<file path="src/rmq_pkg.sv">
`timescale 1ns / 1ps
// rmq_pkg: shared constants and types for the rotation matrix to quaternion block
// no dependencies

package rmq_pkg;

    localparam int DATA_W        = 16;
    localparam int NLANE         = 4;
    localparam int FRAC_BITS_DEF = 15;

    // what to do with a magnitude at the output
    localparam logic [1:0] SGN_POS  = 2'd0;
    localparam logic [1:0] SGN_NEG  = 2'd1;
    localparam logic [1:0] SGN_ZERO = 2'd2;

    typedef struct packed {
        logic       sat;
        logic [1:0] sgn;
    } lane_ctl_t;

endpackage

</file>
<file path="src/rmq_pre.sv">
`timescale 1ns / 1ps
// rmq_pre: radicand sums, absolute values, saturation and sign decisions
// depends on rmq_pkg

module rmq_pre #(
    parameter int FRAC_BITS = rmq_pkg::FRAC_BITS_DEF
) (
    input  logic                                 aclk,
    input  logic                                 aresetn,
    input  logic                                 en,
    input  logic                                 valid_in,
    input  logic signed [rmq_pkg::DATA_W-1:0]    r11,
    input  logic signed [rmq_pkg::DATA_W-1:0]    r12,
    input  logic signed [rmq_pkg::DATA_W-1:0]    r13,
    input  logic signed [rmq_pkg::DATA_W-1:0]    r21,
    input  logic signed [rmq_pkg::DATA_W-1:0]    r22,
    input  logic signed [rmq_pkg::DATA_W-1:0]    r23,
    input  logic signed [rmq_pkg::DATA_W-1:0]    r31,
    input  logic signed [rmq_pkg::DATA_W-1:0]    r32,
    input  logic signed [rmq_pkg::DATA_W-1:0]    r33,
    output logic                                 valid_out,
    output logic [2*((FRAC_BITS < 15) ? FRAC_BITS : 15)-1:0] rad_out [rmq_pkg::NLANE],
    output rmq_pkg::lane_ctl_t                   ctl_out [rmq_pkg::NLANE]
);
    import rmq_pkg::*;

    localparam int LB   = (FRAC_BITS < 15) ? FRAC_BITS : 15;
    localparam int RADW = 2 * LB;
    localparam int SW   = ((FRAC_BITS > 17) ? FRAC_BITS : 17) + 2;
    // sqrt(A << (F-2)) >= 2^LB exactly when A >= 2^AK
    localparam int AK   = 2 * LB - FRAC_BITS + 2;
    localparam int DW   = DATA_W + 1;

    logic signed [SW-1:0] one;
    logic signed [SW-1:0] a11, a22, a33;
    logic signed [SW-1:0] sum [NLANE];
    logic        [SW-1:0] mag [NLANE];
    logic signed [DW-1:0] diff [NLANE];

    logic                 valid_reg;
    logic [RADW-1:0]      rad_reg  [NLANE];
    logic [RADW-1:0]      rad_next [NLANE];
    lane_ctl_t            ctl_reg  [NLANE];
    lane_ctl_t            ctl_next [NLANE];

    assign one = SW'(1) << FRAC_BITS;
    assign a11 = {{(SW-DATA_W){r11[DATA_W-1]}}, r11};
    assign a22 = {{(SW-DATA_W){r22[DATA_W-1]}}, r22};
    assign a33 = {{(SW-DATA_W){r33[DATA_W-1]}}, r33};

    assign sum[0] = one + a11 + a22 + a33;
    assign sum[1] = one + a11 - a22 - a33;
    assign sum[2] = one - a11 + a22 - a33;
    assign sum[3] = one - a11 - a22 + a33;

    assign diff[0] = '0;
    assign diff[1] = {r32[DATA_W-1], r32} - {r23[DATA_W-1], r23};
    assign diff[2] = {r13[DATA_W-1], r13} - {r31[DATA_W-1], r31};
    assign diff[3] = {r21[DATA_W-1], r21} - {r12[DATA_W-1], r12};

    always_comb begin
        for (int i = 0; i < NLANE; i++) begin
            mag[i] = sum[i][SW-1] ? SW'(-sum[i]) : sum[i];
            rad_next[i] = {mag[i][AK-1:0], {(FRAC_BITS-2){1'b0}}};
            ctl_next[i].sat = |mag[i][SW-1:AK];
            if (i == 0) begin
                ctl_next[i].sgn = SGN_POS;
            end else if (diff[i] == '0) begin
                ctl_next[i].sgn = SGN_ZERO;
            end else if (diff[i][DW-1]) begin
                ctl_next[i].sgn = SGN_POS;
            end else begin
                ctl_next[i].sgn = SGN_NEG;
            end
        end
    end

    always_ff @(posedge aclk) begin
        if (!aresetn) begin
            valid_reg <= 1'b0;
        end else if (en) begin
            valid_reg <= valid_in;
        end
    end

    always_ff @(posedge aclk) begin
        if (en) begin
            rad_reg <= rad_next;
            ctl_reg <= ctl_next;
        end
    end

    assign valid_out = valid_reg;
    assign rad_out   = rad_reg;
    assign ctl_out   = ctl_reg;

endmodule

</file>
<file path="config.mk">
export PLATFORM = sky130hd
export DESIGN_NAME = rmq_pre
export DESIGN_NICKNAME = d
export VERILOG_FILES = /design/src/rmq_pkg.sv /design/src/rmq_pre.sv
export SDC_FILE = /design/constraint.sdc
export NUM_CORES = 1
export LEC_CHECK = 0
export ABC_AREA = 1
export BUFFER_PORTS_ARGS = -buffer_cell sky130_fd_sc_hd__buf_2
export CAP_MARGIN = 5
export CORE_MARGIN = 10
export CORE_UTILIZATION = 40
export CTS_CLUSTER_DIAMETER = 150
export DETAILED_ROUTE_END_ITERATION = 12
export PLACE_DENSITY = 0.62
export SLEW_MARGIN = 40
export SYNTH_ARGS = -nofsm -noshare
export SYNTH_HDL_FRONTEND = slang
export SYNTH_SLANG_ARGS = --single-unit
</file>
<file path="constraint.sdc">
create_clock -name aclk -period 10.42 [get_ports aclk]
set_input_delay 2.084 -clock aclk [delete_from_list [all_inputs] [get_ports aclk]]
set_output_delay 2.084 -clock aclk [all_outputs]
set_load 0.01 [all_outputs]
</file>
==> summary.txt <==
Outcome -> finished clean
Worst Path Required -> 10.52 ns
Internal power -> 1.21 mW
Vias -> 13,700
CTS Hold Buffers Added -> 0
WS Path Type -> in2reg
# H-tree levels -> 3
Antenna Nets Post-Route -> 0
Ports -> 281
Buffer depth of the longest clock path -> 2
Tcrit/Tclk final -> 60.7%
Flop and latch count out of synthesis -> 77
Max-slew violations -> 0
Resized Gates After CTS -> 0
Mapped Cells -> 2,168
TritonCTS Sinks -> 77
Post-DP HPWL -> 36,400 µm
Synth area leaders -> nand2_1 18%, edfxtp_1 16%, ha_1 12%
Rel. slew slack -> 50.9%
Pre-antenna DRT Iters -> 6
Clock tree root buffer cell -> clkbuf_16
CP Data Arrival Time -> 6.43 ns
GRT Total Usage -> 18.7%
CTS tree -> built
Nets@finish -> 2,746
Max Fclk -> 158 MHz
RSZ-0062 raised after global routing -> no
Net Sw Power -> 1.13 mW
Initial antenna violation count -> 13
DR vias/cell -> 4.78
DIE HEIGHT -> 207 µm
Reg2Reg Setup Slack -> 9.77 ns
Starting Density -> 40.6%
Buffers added on ports -> 226
Die Span X -> 207 µm
Most used cell, CP -> nand2_1
Gpl congestion -> 0.939
Die area -> 43,000 µm²
Vias in the first global route -> 13,500
Seq/Total Area, Yosys -> 16.4%
Share of the synthesized area in the top cell type -> 17.6%
Clk Latency, worst-skew pair -> 0.35 ns
Share of synthesized flip-flops with an asynchronous set or reset -> 0%
Reg power frac -> 22.4%
Startpoint Class -> primary input
Share of cells above drive strength 1 -> 12.0%
Post-CTS setup buffers -> 0
Distinct cell type count after synthesis -> 44
CP max stage cell -> fa_1
Kind of end point of the critical path -> flop
CORE AREA -> 34,500 µm²
Worst vdd ir -> 0.0727 mV
Sw frac -> 48.4%
Final setup TNS -> 0 ns
CTS Buf Count -> 9
WHS -> 0.544 ns
Setup violators final -> 0
Leakage power -> 8.98 nW
Pwr dens -> 149 nW/µm²
EDFF count, synth -> 76
Largest net degree at the start of global routing -> 79
Hold Path Class -> reg2reg
Max-cap viol count -> 0
Comb pwr share -> 64.0%
Clk pwr share -> 13.7%
CP delay by family, top -> simple AND/OR/NAND/NOR gates
Sum of buffers and inverters on the critical path -> 6
Slew @ Worst Pin -> 0.737 ns
Final Skew -> 0 ns
Largest area contributor in the netlist -> nand2_1
Post-Syn Area -> 14,000 µm²
Num rows -> 68
Avg WL per Cell -> 14.4 µm
Avg Inst Size Synth -> 6.47 µm²
Main synth FF type -> edfxtp_1
# DRC -> 0
Final Hold Viols -> 0
Area Overhead vs Synth -> 12.4%
First-pass GRT wire length -> 67,100 µm
Clock transition at path regs -> 0.07 ns
Detailed Route WL -> 41,300 µm
GR Overflow Total -> 0
Crit-path max FO -> 11
DRT iter0 DRCs -> 779
Crit path time final -> 6.33 ns
Synth warnings -> 0
CP max stage delay -> 0.48 ns
-- sequential cells by signal, summed over array words and instances (netlist names) --
register,flops
ctl_out,10
rad_out,66
valid_out,1
-- kinds of logic (layout without fill, tap and decap cells) --
logic type | Yosys count | after routing | share of synthesized area (%)
adder cells (fa/ha/maj) | 200 | 200 | 21.4
AND/OR/NAND/NOR | 1123 | 1123 | 33.8
XOR/XNOR | 103 | 103 | 6.54
buffers and inverters | 488 | 668 | 14.7
other | 1 | 62 | 0.0267
flip-flops | 77 | 77 | 16.4
AO/OA/AOI/OAI | 176 | 176 | 7.00
-- worst paths after layout --
path,cells after the start,end,from
worst max register to register,2,valid_out$_SDFFE_PN0P_,valid_out$_SDFFE_PN0P_
worst min-delay path,2,valid_out$_SDFFE_PN0P_,valid_out$_SDFFE_PN0P_
worst max-delay path,25,rad_out[28]$_DFFE_PP_,r11[0]
worst min register to register,2,valid_out$_SDFFE_PN0P_,valid_out$_SDFFE_PN0P_
-- worst register-to-register path, stage by stage (launching register included) --
cell and delay, ns:
dfxtp_1 0.31, o21ai_0 0.15, a21oi_1 0.06
-- power by group through the flow --
| stage | sequential [mW] | clock, mW | combinational, mW |
|---|---|---|---|
| after floorplan | 0.588 | 0 | 1.02 |
| after global placement | 0.534 | 0 | 1.49 |
| after detailed placement | 0.534 | 0 | 1.50 |
| after CTS | 0.528 | 0.334 | 1.51 |
| after global routing | 0.534 | 0.344 | 1.71 |
| final | 0.524 | 0.320 | 1.50 |
-- synthesized netlist by cell type (2+ instances only) --
cell / instances
o21ai_2: 3
nand4_1: 20
buf_6: 3
nor2_2: 9
buf_4: 57
a21oi_1: 97
and2_1: 6
o21ai_1: 4
fa_1: 67
xor2_1: 68
inv_1: 423
nor2_4: 2
nand3_2: 7
o21ai_0: 36
edfxtp_1: 76
xnor2_1: 33
a21o_1: 10
inv_2: 5
nor3_1: 34
nand2_2: 17
o21a_1: 5
o21bai_1: 10
nand3_1: 160
nand2_1: 656
and3_1: 5
a21oi_2: 2
a21boi_0: 2
xor2_2: 2
ha_1: 133
a22oi_1: 2
a31oi_1: 2
nand3b_1: 14
nor4_1: 3
nor2_1: 185
-- routing by layer --
| metal | GRT usage (%) | share of wire, % | up-vias |
|---|---|---|---|
| met2 | 32.4 | 47 | 345 |
| met3 | 3.96 | 6.1 | 39 |
| met4 | 4.11 | 1.6 | 10 |
| li1 | - | - | 7093 |
| met5 | 0 | 0.15 | - |
| met1 | 23.2 | 45 | 6217 |
-- per-stage QoR --
step	cell area [µm²]	setup WS, ns	total power, mW	instances	utilization, %
2_1_floorplan	14200	4.76	1.61	2221	-
3_3_place_gp	15500	3.81	2.02	2842	44.8
3_5_place_dp	15500	3.76	2.03	2842	44.8
4_1_cts	15700	4.12	2.37	2856	45.6
5_1_grt	15800	3.60	2.59	2862	45.6
6_report	15800	4.09	2.34	2864	45.6
-- layout by cell type, fill, tap and decap left out, types with 14 or more instances in the layout --
| cell | count |
|---|---|
| nand3b_1 | 14 |
| ha_1 | 133 |
| fa_1 | 67 |
| nand4_1 | 20 |
| buf_2 | 225 |
| inv_1 | 423 |
| xor2_1 | 68 |
| nand3_1 | 160 |
| nor3_1 | 34 |
| o21ai_0 | 36 |
| xnor2_1 | 33 |
| edfxtp_1 | 76 |
| a21oi_1 | 97 |
| nand2_1 | 656 |
| nand2_2 | 17 |
| conb_1 | 54 |
| nor2_1 | 185 |
-- layout make-up --
cell class	instances	area (µm²)
Antenna cell	8	20.0
Clock buffer	9	225
Clock inverter	5	53.8
Fill cell	3777	18800
Inverter	428	1610
Multi-Input combinational cell	1656	9850
Sequential cell	77	2300
Tap cell	455	569
Timing Repair Buffer	226	1140
No activity file was read; power rests on OpenSTA's default activity.
