### src/rmq_pkg.sv
`timescale 1ns / 1ps
// rmq_pkg: shared constants and types for the rotation matrix to quaternion block
// no dependencies

package rmq_pkg;

    localparam int DATA_W        = 16;
    localparam int NLANE         = 4;
    localparam int FRAC_BITS_DEF = 15;

    // what to do with a magnitude at the output
    localparam logic [1:0] SGN_POS  = 2'd0;
    localparam logic [1:0] SGN_NEG  = 2'd1;
    localparam logic [1:0] SGN_ZERO = 2'd2;

    typedef struct packed {
        logic       sat;
        logic [1:0] sgn;
    } lane_ctl_t;

endpackage

### src/rmq_sqrt_cell.sv
`timescale 1ns / 1ps
// rmq_sqrt_cell: one restoring square root step, one root bit for each of the lanes
// depends on rmq_pkg

module rmq_sqrt_cell #(
    parameter int FRAC_BITS = rmq_pkg::FRAC_BITS_DEF
) (
    input  logic                 aclk,
    input  logic                 aresetn,
    input  logic                 en,
    input  logic                 valid_in,
    input  logic [2*((FRAC_BITS < 15) ? FRAC_BITS : 15)-1:0] rad_in [rmq_pkg::NLANE],
    input  logic [((FRAC_BITS < 15) ? FRAC_BITS : 15)+2:0]   rem_in [rmq_pkg::NLANE],
    input  logic [((FRAC_BITS < 15) ? FRAC_BITS : 15)-1:0]   root_in [rmq_pkg::NLANE],
    input  rmq_pkg::lane_ctl_t   ctl_in [rmq_pkg::NLANE],
    output logic                 valid_out,
    output logic [2*((FRAC_BITS < 15) ? FRAC_BITS : 15)-1:0] rad_out [rmq_pkg::NLANE],
    output logic [((FRAC_BITS < 15) ? FRAC_BITS : 15)+2:0]   rem_out [rmq_pkg::NLANE],
    output logic [((FRAC_BITS < 15) ? FRAC_BITS : 15)-1:0]   root_out [rmq_pkg::NLANE],
    output rmq_pkg::lane_ctl_t   ctl_out [rmq_pkg::NLANE]
);
    import rmq_pkg::*;

    localparam int LB   = (FRAC_BITS < 15) ? FRAC_BITS : 15;
    localparam int RADW = 2 * LB;
    localparam int RW   = LB + 3;

    logic [RW-1:0]   rem_sh [NLANE];
    logic [RW-1:0]   trial  [NLANE];

    logic            valid_reg;
    logic [RADW-1:0] rad_reg   [NLANE];
    logic [RADW-1:0] rad_next  [NLANE];
    logic [RW-1:0]   rem_reg   [NLANE];
    logic [RW-1:0]   rem_next  [NLANE];
    logic [LB-1:0]   root_reg  [NLANE];
    logic [LB-1:0]   root_next [NLANE];
    lane_ctl_t       ctl_reg   [NLANE];

    always_comb begin
        for (int i = 0; i < NLANE; i++) begin
            // bring down the next two radicand bits
            rem_sh[i]   = {rem_in[i][RW-3:0], rad_in[i][RADW-1:RADW-2]};
            trial[i]    = {1'b0, root_in[i], 2'b01};
            rad_next[i] = {rad_in[i][RADW-3:0], 2'b00};
            if (rem_sh[i] >= trial[i]) begin
                rem_next[i]  = rem_sh[i] - trial[i];
                root_next[i] = {root_in[i][LB-2:0], 1'b1};
            end else begin
                rem_next[i]  = rem_sh[i];
                root_next[i] = {root_in[i][LB-2:0], 1'b0};
            end
        end
    end

    always_ff @(posedge aclk) begin
        if (!aresetn) begin
            valid_reg <= 1'b0;
        end else if (en) begin
            valid_reg <= valid_in;
        end
    end

    always_ff @(posedge aclk) begin
        if (en) begin
            rad_reg  <= rad_next;
            rem_reg  <= rem_next;
            root_reg <= root_next;
            ctl_reg  <= ctl_in;
        end
    end

    assign valid_out = valid_reg;
    assign rad_out   = rad_reg;
    assign rem_out   = rem_reg;
    assign root_out  = root_reg;
    assign ctl_out   = ctl_reg;

endmodule

### config.mk
export PLATFORM = sky130hd
export DESIGN_NAME = rmq_sqrt_cell
export DESIGN_NICKNAME = d
export VERILOG_FILES = /design/src/rmq_pkg.sv /design/src/rmq_sqrt_cell.sv
export SDC_FILE = /design/constraint.sdc
export NUM_CORES = 1
export LEC_CHECK = 0
export BUFFER_PORTS_ARGS = -buffer_cell sky130_fd_sc_hd__buf_2
export CORE_AREA = 2 2 209 211
export DETAILED_ROUTE_END_ITERATION = 7
export DIE_AREA = 0 0 211 213
export GPL_TIMING_DRIVEN = 0
export PLACE_DENSITY = 0.53
export SYNTH_ARGS = -nofsm -noshare
export SYNTH_HDL_FRONTEND = slang
export SYNTH_SLANG_ARGS = --single-unit
export TNS_END_PERCENT = 5
### constraint.sdc
create_clock -name aclk -period 3.1 [get_ports aclk]
set_clock_uncertainty 0.05 [all_clocks]
set_input_delay 0.155 -clock aclk [delete_from_list [all_inputs] [get_ports aclk]]
set_output_delay 0.155 -clock aclk [all_outputs]
set_load 0.05 [all_outputs]
==> impl_results.md, run 1 <==
- Synth-to-Final Area Change: 56.7%
- Clock buffer count from CTS: 29
- # Post-CTS Setup Buffers: 0
- Core Rows: 76
- Hold Path Class: primary input to register
- Final hold violations: 0
- Worst slew pin tran: 0.724 ns
- Post-synth EDFFs: 256
- CTS tree: built
- Pleak: 8.23 nW
- Core ar.: 42,700 sq um
- Worst skew pair latency: 0.55 ns
- Via count of the first global-routing pass: 10,500
- Post-synthesis sequential area ratio: 0.644
- Final setup viols: 0
- FF-to-FF Start: valid_out$_SDFFE_PN0P_
- Vias per cell: 4.41
- Distinct cells, synth: 54
- Routed Wire Length: 37,900 um
- CP Launch Type: primary input
- Worst Reg-to-Reg Cells: 3
- Minimum clock period: 2.90 ns
- Worst path max stage delay: 0.58 ns
- GRT Util Overall: 0.159
- Die Y: 213 um
- Dominant cell type by area after synthesis: edfxtp_1
- Min-Delay Endpoint: rem_out[56]$_DFFE_PP_
- Fillers: 3,977
- Final GP Congestion: 0.838
- Total power: 10.8 mW
- RSZ-0062 raised after global routing: no
- Crit-path cells: dlygate4sd3_1 > buf_2 > ha_1 > a2111oi_2 > o31a_1 > o31a_1 > o211ai_1 > a311oi_1 > mux2_2
- Critical path class: primary input to register
- Grt total ovfl: 0
- Status: finished clean
- Final HPWL DP: 27,600 um
- Layout cell share with drive strength beyond 1: 0.342
- Num ports: 533
- Seq pwr share: 0.404
- Hold WS: 0.0372 ns
- Fraction of registers with async set/reset: 0
- # clock sinks: 257
- Comb power frac: 0.295
- Die Area: 44,900 sq um
- Antenna viol nets, final: 0
- Synth Instances: 912
- Worst hold stages: 1
- Yosys reg bits: 257
- Drt pass-1 iters: 5
- Setup crit end kind: register
- Number of remaining DRC errors: 0
- Worst R2R Setup Slack: 1.89 ns
- Final Non-Filler Cells: 2,289
- Final Slew Violations: 0
- Max-Cap Viols: 0
- Port bufs: 516
- Initial Utilization: 0.280
- Most used cell, CP: o31a_1
- Die width: 211 um
- Worst path top cell family by delay: compound AO/OA/AOI/OAI gates
- Iteration-0 DRC Markers: 458
- Setup TNS: 0 ns
- Synth Warn #: 0
- Vias: 10,100
- Worst path slowest cell: dlygate4sd3_1
- Root buffer cell: clkbuf_16
- CTS clk-pin slew, worst paths: 0.06 ns
- Clock Power Share: 0.301
- Synth Cell Area: 12,000 sq um
- Top post-synthesis cells by count: edfxtp_1 (256), a21oi_1 (78), inv_1 (74)
- DR WL/cell: 16.6 um
- Slew HR: 0.517
- Syn Area/Cell: 13.1 sq um
- Final net count: 2,058
- Crit path buffers/inverters: 2
- Largest net degree at the start of global routing: 100
- Top-count cell post-synth: edfxtp_1
- Sw power: 3.66 mW
- Fmax: 0.345 GHz
- Antenna violations before repair: 3
- First-pass GRT wire length: 56,500 um
- Required @ worst endpoint: 3.36 ns
- Final period util: 0.934
- Clock Tree Buf Depth: 3
- Internal: 7.11 mW
- Synth area leaders: edfxtp_1 (64%), ha_1 (7.1%), a21oi_1 (3.3%)
- PD cells: 575 nW/um^2
- Hold Startpoint: en
- Switching share of power: 0.340
- Total placed cells including tap cells: 1,983
- Yosys top cell area share: 0.643
- Crit-path max FO: 5
- H-tree depth: 1
- Max IR drop VDD: 0.000464 V
- FF-to-FF End: valid_out$_SDFFE_PN0P_
- Data arrival, critical path: 3.15 ns
- Most used DFF post-synth: edfxtp_1
-- cell usage in the layout (no fill, tap or decap), drive strengths merged, types with 34 or more instances in the layout --
cell	Yosys	layout
inv	74	75
edfxtp	256	256
o21ai	43	43
clkbuf	17	53
nor2	50	50
a21oi	78	78
xor2	34	34
buf	15	533
nand2	60	60
dlygate4sd3	0	254
ha	68	68
-- state kept, by name, indices dropped and copies added, names as in the netlist --
signal and count:
rad_out 112, rem_out 72, root_out 60, ctl_out 12, valid_out 1
-- how the worst max path moves through the flow --
| stage | from | to | cells past startpoint |
|---|---|---|---|
| after floorplan | root_in[2] | rem_out[17]$_DFFE_PP_ | 8 |
| after global routing | root_in[51] | rem_out[64]$_DFFE_PP_ | 13 |
| after global placement | en | valid_out$_SDFFE_PN0P_ | 3 |
| final | rem_in[2] | rem_out[17]$_DFFE_PP_ | 9 |
| after detailed placement | root_in[11] | rem_out[13]$_DFFE_PP_ | 12 |
| after CTS | root_in[0] | rem_out[14]$_DFFE_PP_ | 12 |
-- kinds of logic (layout without fill, tap and decap cells) --
group                      after synthesis  in the layout  synth area share
AOI/OAI and AO/OA                      210            210             0.108
xor gates and xnor gates                65             65            0.0476
adders and majority gates               68             68            0.0711
buffers and inverters                  106            929            0.0364
DFF                                    257            257             0.644
muxes                                   24             24            0.0225
other                                    1              9          0.000314
and+or+nand+nor                        181            181            0.0698
-- power by group through the flow --
stage / Combinational [mW] / Clock (mW) / Sequential [mW]
floorplan: 0.805 / 0 / 5.69
global placement: 2.90 / 0 / 4.44
detailed placement: 2.92 / 0 / 4.42
CTS: 3.18 / 3.35 / 4.36
global route: 3.38 / 3.48 / 4.39
finish: 3.18 / 3.24 / 4.36
-- layout make-up --
cell class / count / area, sq um / share of cell area
Antenna cell: 1 / 2.50 / 0.000133
Buffer: 32 / 159 / 0.00848
Clock buffer: 36 / 752 / 0.0401
Clock inverter: 15 / 119 / 0.00634
Inverter: 74 / 278 / 0.0148
Multi-Input combinational cell: 556 / 3850 / 0.206
Sequential cell: 257 / 7710 / 0.411
Tap cell: 546 / 683 / 0.0364
Timing Repair Buffer: 772 / 5190 / 0.277
-- stage by stage --
step	setup WS, ns	cell area [sq um]	util
2_1_floorplan	0.637	12000	-
4_1_cts	0.0298	18700	0.439
3_5_place_dp	-0.211	15300	0.359
3_3_place_gp	-1.93	15300	0.357
5_1_grt	0.0253	18700	0.439
6_report	0.204	18700	0.439
-- timing repair --
action                                  in CTS  in global routing
endpoints found under the hold margin      253                  0
hold buffers                               254                  0
gates resized for setup                      0                  5
endpoints found under the setup margin       0                 24
-- metal layers --
layer	global-route usage	part of all wire	routed length, um	vias up
met5	0	0.00079	30	-
met4	0.0483	0.023	889	4
met3	0.0409	0.072	2740	50
met2	0.282	0.50	18800	384
met1	0.189	0.41	15400	4683
li1	-	-	-	4976
Note: power is estimated with default switching activity, not from simulation.
==> inputs of run 2 (changes only) <==
CTS_BUF_LIST = sky130_fd_sc_hd__clkbuf_16   (was default)
==> run 2 against run 1 <==
Effect of this change:
- utilization stayed put
- clock-buffer cell count shrank 7
- critical path type unchanged
- fmax about the same
- global-route usage hardly changed
==> impl_results.md, run 2 (same netlist as run 1, synthesis figures left out) <==
- Setup crit end kind: register
- Util after Layout: 0.439 (unchanged)
- FF-to-FF Start: valid_out$_SDFFE_PN0P_
- RSZ-0062 raised after global routing: no
- Fillers: 3,977 (unchanged)
- Hold Path Class: primary input to register
- Antenna violations before repair: 3 (unchanged)
- CP startpoint: rem_in[2]
- Area after DPL: 15,300 sq um (unchanged)
- Synth-to-Final Area Change: 56.7% (unchanged)
- Final Slew Violations: 0 (unchanged)
- Largest net degree at the start of global routing: 100 (unchanged)
- Worst hold stages: 1 (unchanged)
- Final GP Congestion: 0.838 (unchanged)
- Die Area: 44,900 sq um (unchanged)
- Clock Power Share: 0.299 (-0.002)
- Final setup viols: 0 (unchanged)
- Required @ worst endpoint: 3.36 ns (about the same)
- Pleak: 8.26 nW (+0.35%)
- PnR worst setup slack: 0.204 ns (+0.0000520 ns)
- Num ports: 533 (unchanged)
- Critical path class: primary input to register
- FF-to-FF End: valid_out$_SDFFE_PN0P_
- CP Launch Type: primary input
- Worst R2R Setup Slack: 1.89 ns (about the same)
- Grt total ovfl: 0 (unchanged)
- Die Y: 213 um (unchanged)
- # clock sinks: 257 (unchanged)
- Final hold violations: 0 (unchanged)
- Worst skew pair latency: 0.55 ns (about the same)
- Clock buffer count from CTS: 29 (unchanged)
- Layout cell share with drive strength beyond 1: 0.342 (unchanged)
- Minimum clock period: 2.90 ns (-0.0000520 ns)
- Final period util: 0.934 (about the same)
- Total power: 10.8 mW (-0.18%)
- Via count of the first global-routing pass: 10,500 (+0.048%)
- Root buffer cell: clkbuf_16
- Worst slew pin tran: 0.714 ns (-0.0105 ns)
- Iteration-0 DRC Markers: 481 (+5.0%)
- Slew HR: 0.524 (+0.00698)
- Max IR drop VDD: 0.000465 V (+0.17%)
- Number of remaining DRC errors: 0 (unchanged)
- H-tree depth: 1 (unchanged)
- Data arrival, critical path: 3.15 ns (about the same)
- Vias per cell: 4.41 (about the same)
- Initial Utilization: 0.280 (unchanged)
- Internal: 7.09 mW (-0.33%)
- Hold Startpoint: en
- Leading cell types in the layout, fill and taps excluded: buf_2 (521), edfxtp_1 (256), dlygate4sd3_1 (254)
- Core Rows: 76 (unchanged)
- Setup WS pre-CTS: -0.211 ns (unchanged)
- Status: finished clean
- Max-Cap Viols: 0 (unchanged)
- Switching share of power: 0.340 (+0.000991)
- Drt pass-1 iters: 5 (unchanged)
- Worst Reg-to-Reg Cells: 3 (unchanged)
- CTS tree: built
- First-pass GRT wire length: 56,500 um (about the same)
- Seq pwr share: 0.405 (about the same)
- Core ar.: 42,700 sq um (unchanged)
- Fin area: 18,700 sq um (unchanged)
- Setup TNS: 0 ns (unchanged)
- Final net count: 2,058 (unchanged)
- Max FFs per register: 112 (unchanged)
- Crit-path max FO: 5 (unchanged)
- PD cells: 574 nW/um^2 (-0.18%)
- # Post-CTS Setup Buffers: 0 (unchanged)
- CTS clk-pin slew, worst paths: 0.06 ns (about the same)
- Clock Tree Buf Depth: 3 (unchanged)
- Min-Delay Endpoint: rem_out[56]$_DFFE_PP_
- Comb power frac: 0.295 (about the same)
- GRT Util Overall: 0.159 (about the same)
- Antenna viol nets, final: 0 (unchanged)
- Fmax: 0.345 GHz (about the same)
- DR WL/cell: 16.5 um (about the same)
- Routed Wire Length: 37,900 um (about the same)
- Port bufs: 516 (unchanged)
- Commonest non-fill, non-tap cell in the layout: buf_2
- Sw power: 3.66 mW (+0.11%)
- Final HPWL DP: 27,600 um (unchanged)
- Die width: 211 um (unchanged)
- Vias: 10,100 (-0.089%)
run 2: worst max-delay path: stages:
cell and delay [ns]:
dlygate4sd3_1 0.58, buf_2 0.15, ha_1 0.37, a2111oi_2 0.44, o31a_1 0.26, o31a_1 0.24
o211ai_1 0.21, a311oi_1 0.36, mux2_2 0.38
run 2: worst max path at each step:
stage | slack (ns) | endpoint | cells past startpoint
after floorplan | 0.64 | rem_out[17]$_DFFE_PP_ | 8
after global placement | -1.93 | valid_out$_SDFFE_PN0P_ | 3
after detailed placement | -0.21 | rem_out[13]$_DFFE_PP_ | 12
after CTS | 0.03 | rem_out[14]$_DFFE_PP_ | 12
after global routing | 0.03 | rem_out[64]$_DFFE_PP_ | 13
final | 0.20 | rem_out[17]$_DFFE_PP_ | 9
run 2: area by class of cell:
cell class                      instances  area, sq um  share of cell area
Buffer                                 32          159             0.00848
Multi-Input combinational cell        556         3850               0.206
Tap cell                              546          683              0.0364
Timing Repair Buffer                  772         5190               0.277
Clock inverter                         22          145             0.00774
Sequential cell                       257         7710               0.411
Antenna cell                            1         2.50            0.000133
Clock buffer                           29          726              0.0387
Inverter                               74          278              0.0148
run 2: power by group through the flow:
| stage | registers (mW) | clock network, mW | logic [mW] |
|---|---|---|---|
| floorplan | 5.69 | 0 | 0.805 |
| global placement | 4.44 | 0 | 2.90 |
| detailed placement | 4.42 | 0 | 2.92 |
| CTS | 4.36 | 3.33 | 3.18 |
| global route | 4.39 | 3.46 | 3.38 |
| finish | 4.36 | 3.22 | 3.18 |
run 2: layer usage:
layer	routed length, um	track usage	up-vias
li1	-	-	4983
met1	15400	0.189	4661
met2	18800	0.282	390
met3	2780	0.0409	50
met4	889	0.0483	4
met5	30	0	-
run 2: per-stage QoR:
step,hold WS (ns),std cells
finish,0.0351,2289
global route,0.0516,2288
CTS,0.0485,2288
detailed placement,0.283,1983
global placement,0.281,1981
floorplan,0.204,919
run 2: timing repair:
action	in CTS	in global routing
gates resized for setup	0	5
endpoints found under the setup margin	0	24
hold buffers	254	0
endpoints found under the hold margin	253	0
==> inputs of run 3 (changes only) <==
SETUP_SLACK_MARGIN = 0.4   (was default)
clock period = 3.11 ns   (was 3.1 ns; I/O delays follow)
==> run 3 against run 2 <==
Effect of this change:
- worst setup slack better by 0.17 ns
- critical path depth is 1 higher
- flip-flop and latch count stayed put
- combinational power hardly changed
- clock-buffer cell count stayed put
- cell count hardly changed
- wire length is 0.44% lower
==> impl_results.md, run 3 (same netlist as run 1, synthesis figures left out) <==
- Status: finished clean
- Layout cell share with drive strength beyond 1: 0.340 (-0.00115)
- Clock buffer count from CTS: 29 (unchanged)
- Iteration-0 DRC Markers: 505 (+5.0%)
- Worst path slowest cell: dlygate4sd3_1
- Crit-path max FO: 5 (unchanged)
- Slew HR: 0.524 (about the same)
- Total power: 10.7 mW (-0.41%)
- Pleak: 8.26 nW (about the same)
- Antenna violations before repair: 8 (+5)
- Critical path class: primary input to register
- Final hold violations: 0 (unchanged)
- Die Area: 44,900 sq um (unchanged)
- CP Launch Type: primary input
- Final setup viols: 0 (unchanged)
- Vias: 10,100 (+0.27%)
- Core ar.: 42,700 sq um (unchanged)
- FF-to-FF End: valid_out$_SDFFE_PN0P_
- Final HPWL DP: 27,600 um (unchanged)
- Via count of the first global-routing pass: 10,300 (-1.3%)
- Clock Tree Buf Depth: 3 (unchanged)
- Worst R2R Setup Slack: 1.90 ns (about the same)
- Port bufs: 516 (unchanged)
- Leading cell types in the layout, fill and taps excluded: buf_2 (521), edfxtp_1 (256), dlygate4sd3_1 (254)
- Vias per cell: 4.42 (+0.18%)
- Setup TNS: 0 ns (unchanged)
- # clock sinks: 257 (unchanged)
- Final period util: 0.879
- Die width: 211 um (unchanged)
- Final net count: 2,058 (unchanged)
- Worst path max stage delay: 0.55 ns (-0.03 ns)
- GRT Util Overall: 0.159 (-0.000357)
- Root buffer cell: clkbuf_16
- Core Rows: 76 (unchanged)
- Hold Startpoint: en
- PD cells: 571 nW/um^2 (-0.38%)
- Max IR drop VDD: 0.000467 V (+0.52%)
- Fmax: 0.366 GHz
- Worst slew pin tran: 0.714 ns (-0.0000475 ns)
- Worst skew pair latency: 0.56 ns (about the same)
- Routed Wire Length: 37,700 um (-0.44%)
- CTS tree: built
- Hold Path Class: primary input to register
- Minimum clock period: 2.73 ns
- Worst Reg-to-Reg Cells: 3 (unchanged)
- Max FFs per register: 112 (unchanged)
- Setup crit end kind: register
- Num ports: 533 (unchanged)
- DR WL/cell: 16.5 um (-0.52%)
- CTS clk-pin slew, worst paths: 0.06 ns (about the same)
- Required @ worst endpoint: 3.36 ns (about the same)
- Grt total ovfl: 0 (unchanged)
- Die Y: 213 um (unchanged)
- Fin area: 18,700 sq um (about the same)
- First-pass GRT wire length: 56,300 um (-0.32%)
- H-tree depth: 1 (unchanged)
- Synth-to-Final Area Change: 56.7% (about the same)
- Area after DPL: 15,300 sq um (unchanged)
- Commonest non-fill, non-tap cell in the layout: buf_2
- Total placed cells including tap cells: 1,983 (unchanged)
- Max-Cap Viols: 0 (unchanged)
- Drt pass-1 iters: 5 (unchanged)
- Initial Utilization: 0.280 (unchanged)
- Worst hold stages: 1 (unchanged)
- Final Slew Violations: 0 (unchanged)
- Antenna viol nets, final: 0 (unchanged)
- Crit-path cells: dlygate4sd3_1 > buf_2 > ha_1 > o211ai_1 > o21ai_1 > a31o_1 > a311o_1 > o41ai_1 > xor2_1 > a21oi_1
- Final Non-Filler Cells: 2,291 (+0.087%)
- Number of remaining DRC errors: 0 (unchanged)
- Min-Delay Endpoint: rem_out[56]$_DFFE_PP_
- Final GP Congestion: 0.838 (unchanged)
- Data arrival, critical path: 2.98 ns (-0.17 ns)
- RSZ-0062 raised after global routing: yes
- FF-to-FF Start: valid_out$_SDFFE_PN0P_
- Largest net degree at the start of global routing: 100 (unchanged)
[run 3: cell types whose count changed in the layout (fill, tap and decap cells not counted), sizes merged]
cell | previous run | this run
diode | 1 | 3
[run 3: cell type report]
class	count	area (sq um)
sequential	257	7710
antenna	3	7.51
multi-input combinational	556	3840
tap	546	683
inverter	74	278
buffer	32	159
clock buffer	29	726
clock inverter	22	145
timing repair buffer	772	5190
fill	3999	24000
[run 3: worst max path at each step]
stage / start / endpoint / slack [ns] / cells after the start
floorplan: root_in[2] / rem_out[17]$_DFFE_PP_ / 0.65 / 8
global placement: en / valid_out$_SDFFE_PN0P_ / -1.92 / 3
detailed placement: root_in[11] / rem_out[13]$_DFFE_PP_ / -0.20 / 12
CTS: rem_in[25] / rem_out[35]$_DFFE_PP_ / 0.41 / 11
global route: rem_in[25] / rem_out[26]$_DFFE_PP_ / 0.16 / 11
finish: rem_in[37] / rem_out[51]$_DFFE_PP_ / 0.38 / 10
[run 3: metrics by stage]
stage	util	setup WS (ns)	hold WS (ns)
finish	0.439	0.377	0.0272
CTS	0.439	0.410	0.0428
global placement	0.357	-1.92	0.282
global route	0.439	0.158	0.0521
floorplan	-	0.646	0.204
detailed placement	0.359	-0.201	0.284
[run 3: report_power, final]
group	internal [mW]	switching, mW	total, mW
Clock	1.84	1.38	3.21
Sequential	4.25	0.0918	4.34
Combinational	0.982	2.17	3.15
[run 3: per-layer routing]
layer	global-route usage	part of all wire	up-vias
met5	0	0.00077	-
met4	0.0425	0.020	4
met3	0.0437	0.081	46
met2	0.280	0.50	385
met1	0.190	0.40	4696
li1	-	-	4984
[run 3: worst max-delay path: cells and delay by family]
| kind | cells | cell delay (ns) |
|---|---|---|
| fa+ha+maj | 1 | 0.34 |
| xor+xnor | 1 | 0.19 |
| buf+inv | 2 | 0.68 |
| compound gates | 6 | 1.62 |
[run 3: timing repair]
action                                  4_1_cts  5_1_grt
endpoints found under the hold margin       253        0
resized for setup                             0        2
setup buffers                                 0        0
endpoints found under the setup margin        0       58
hold buffers                                254        0
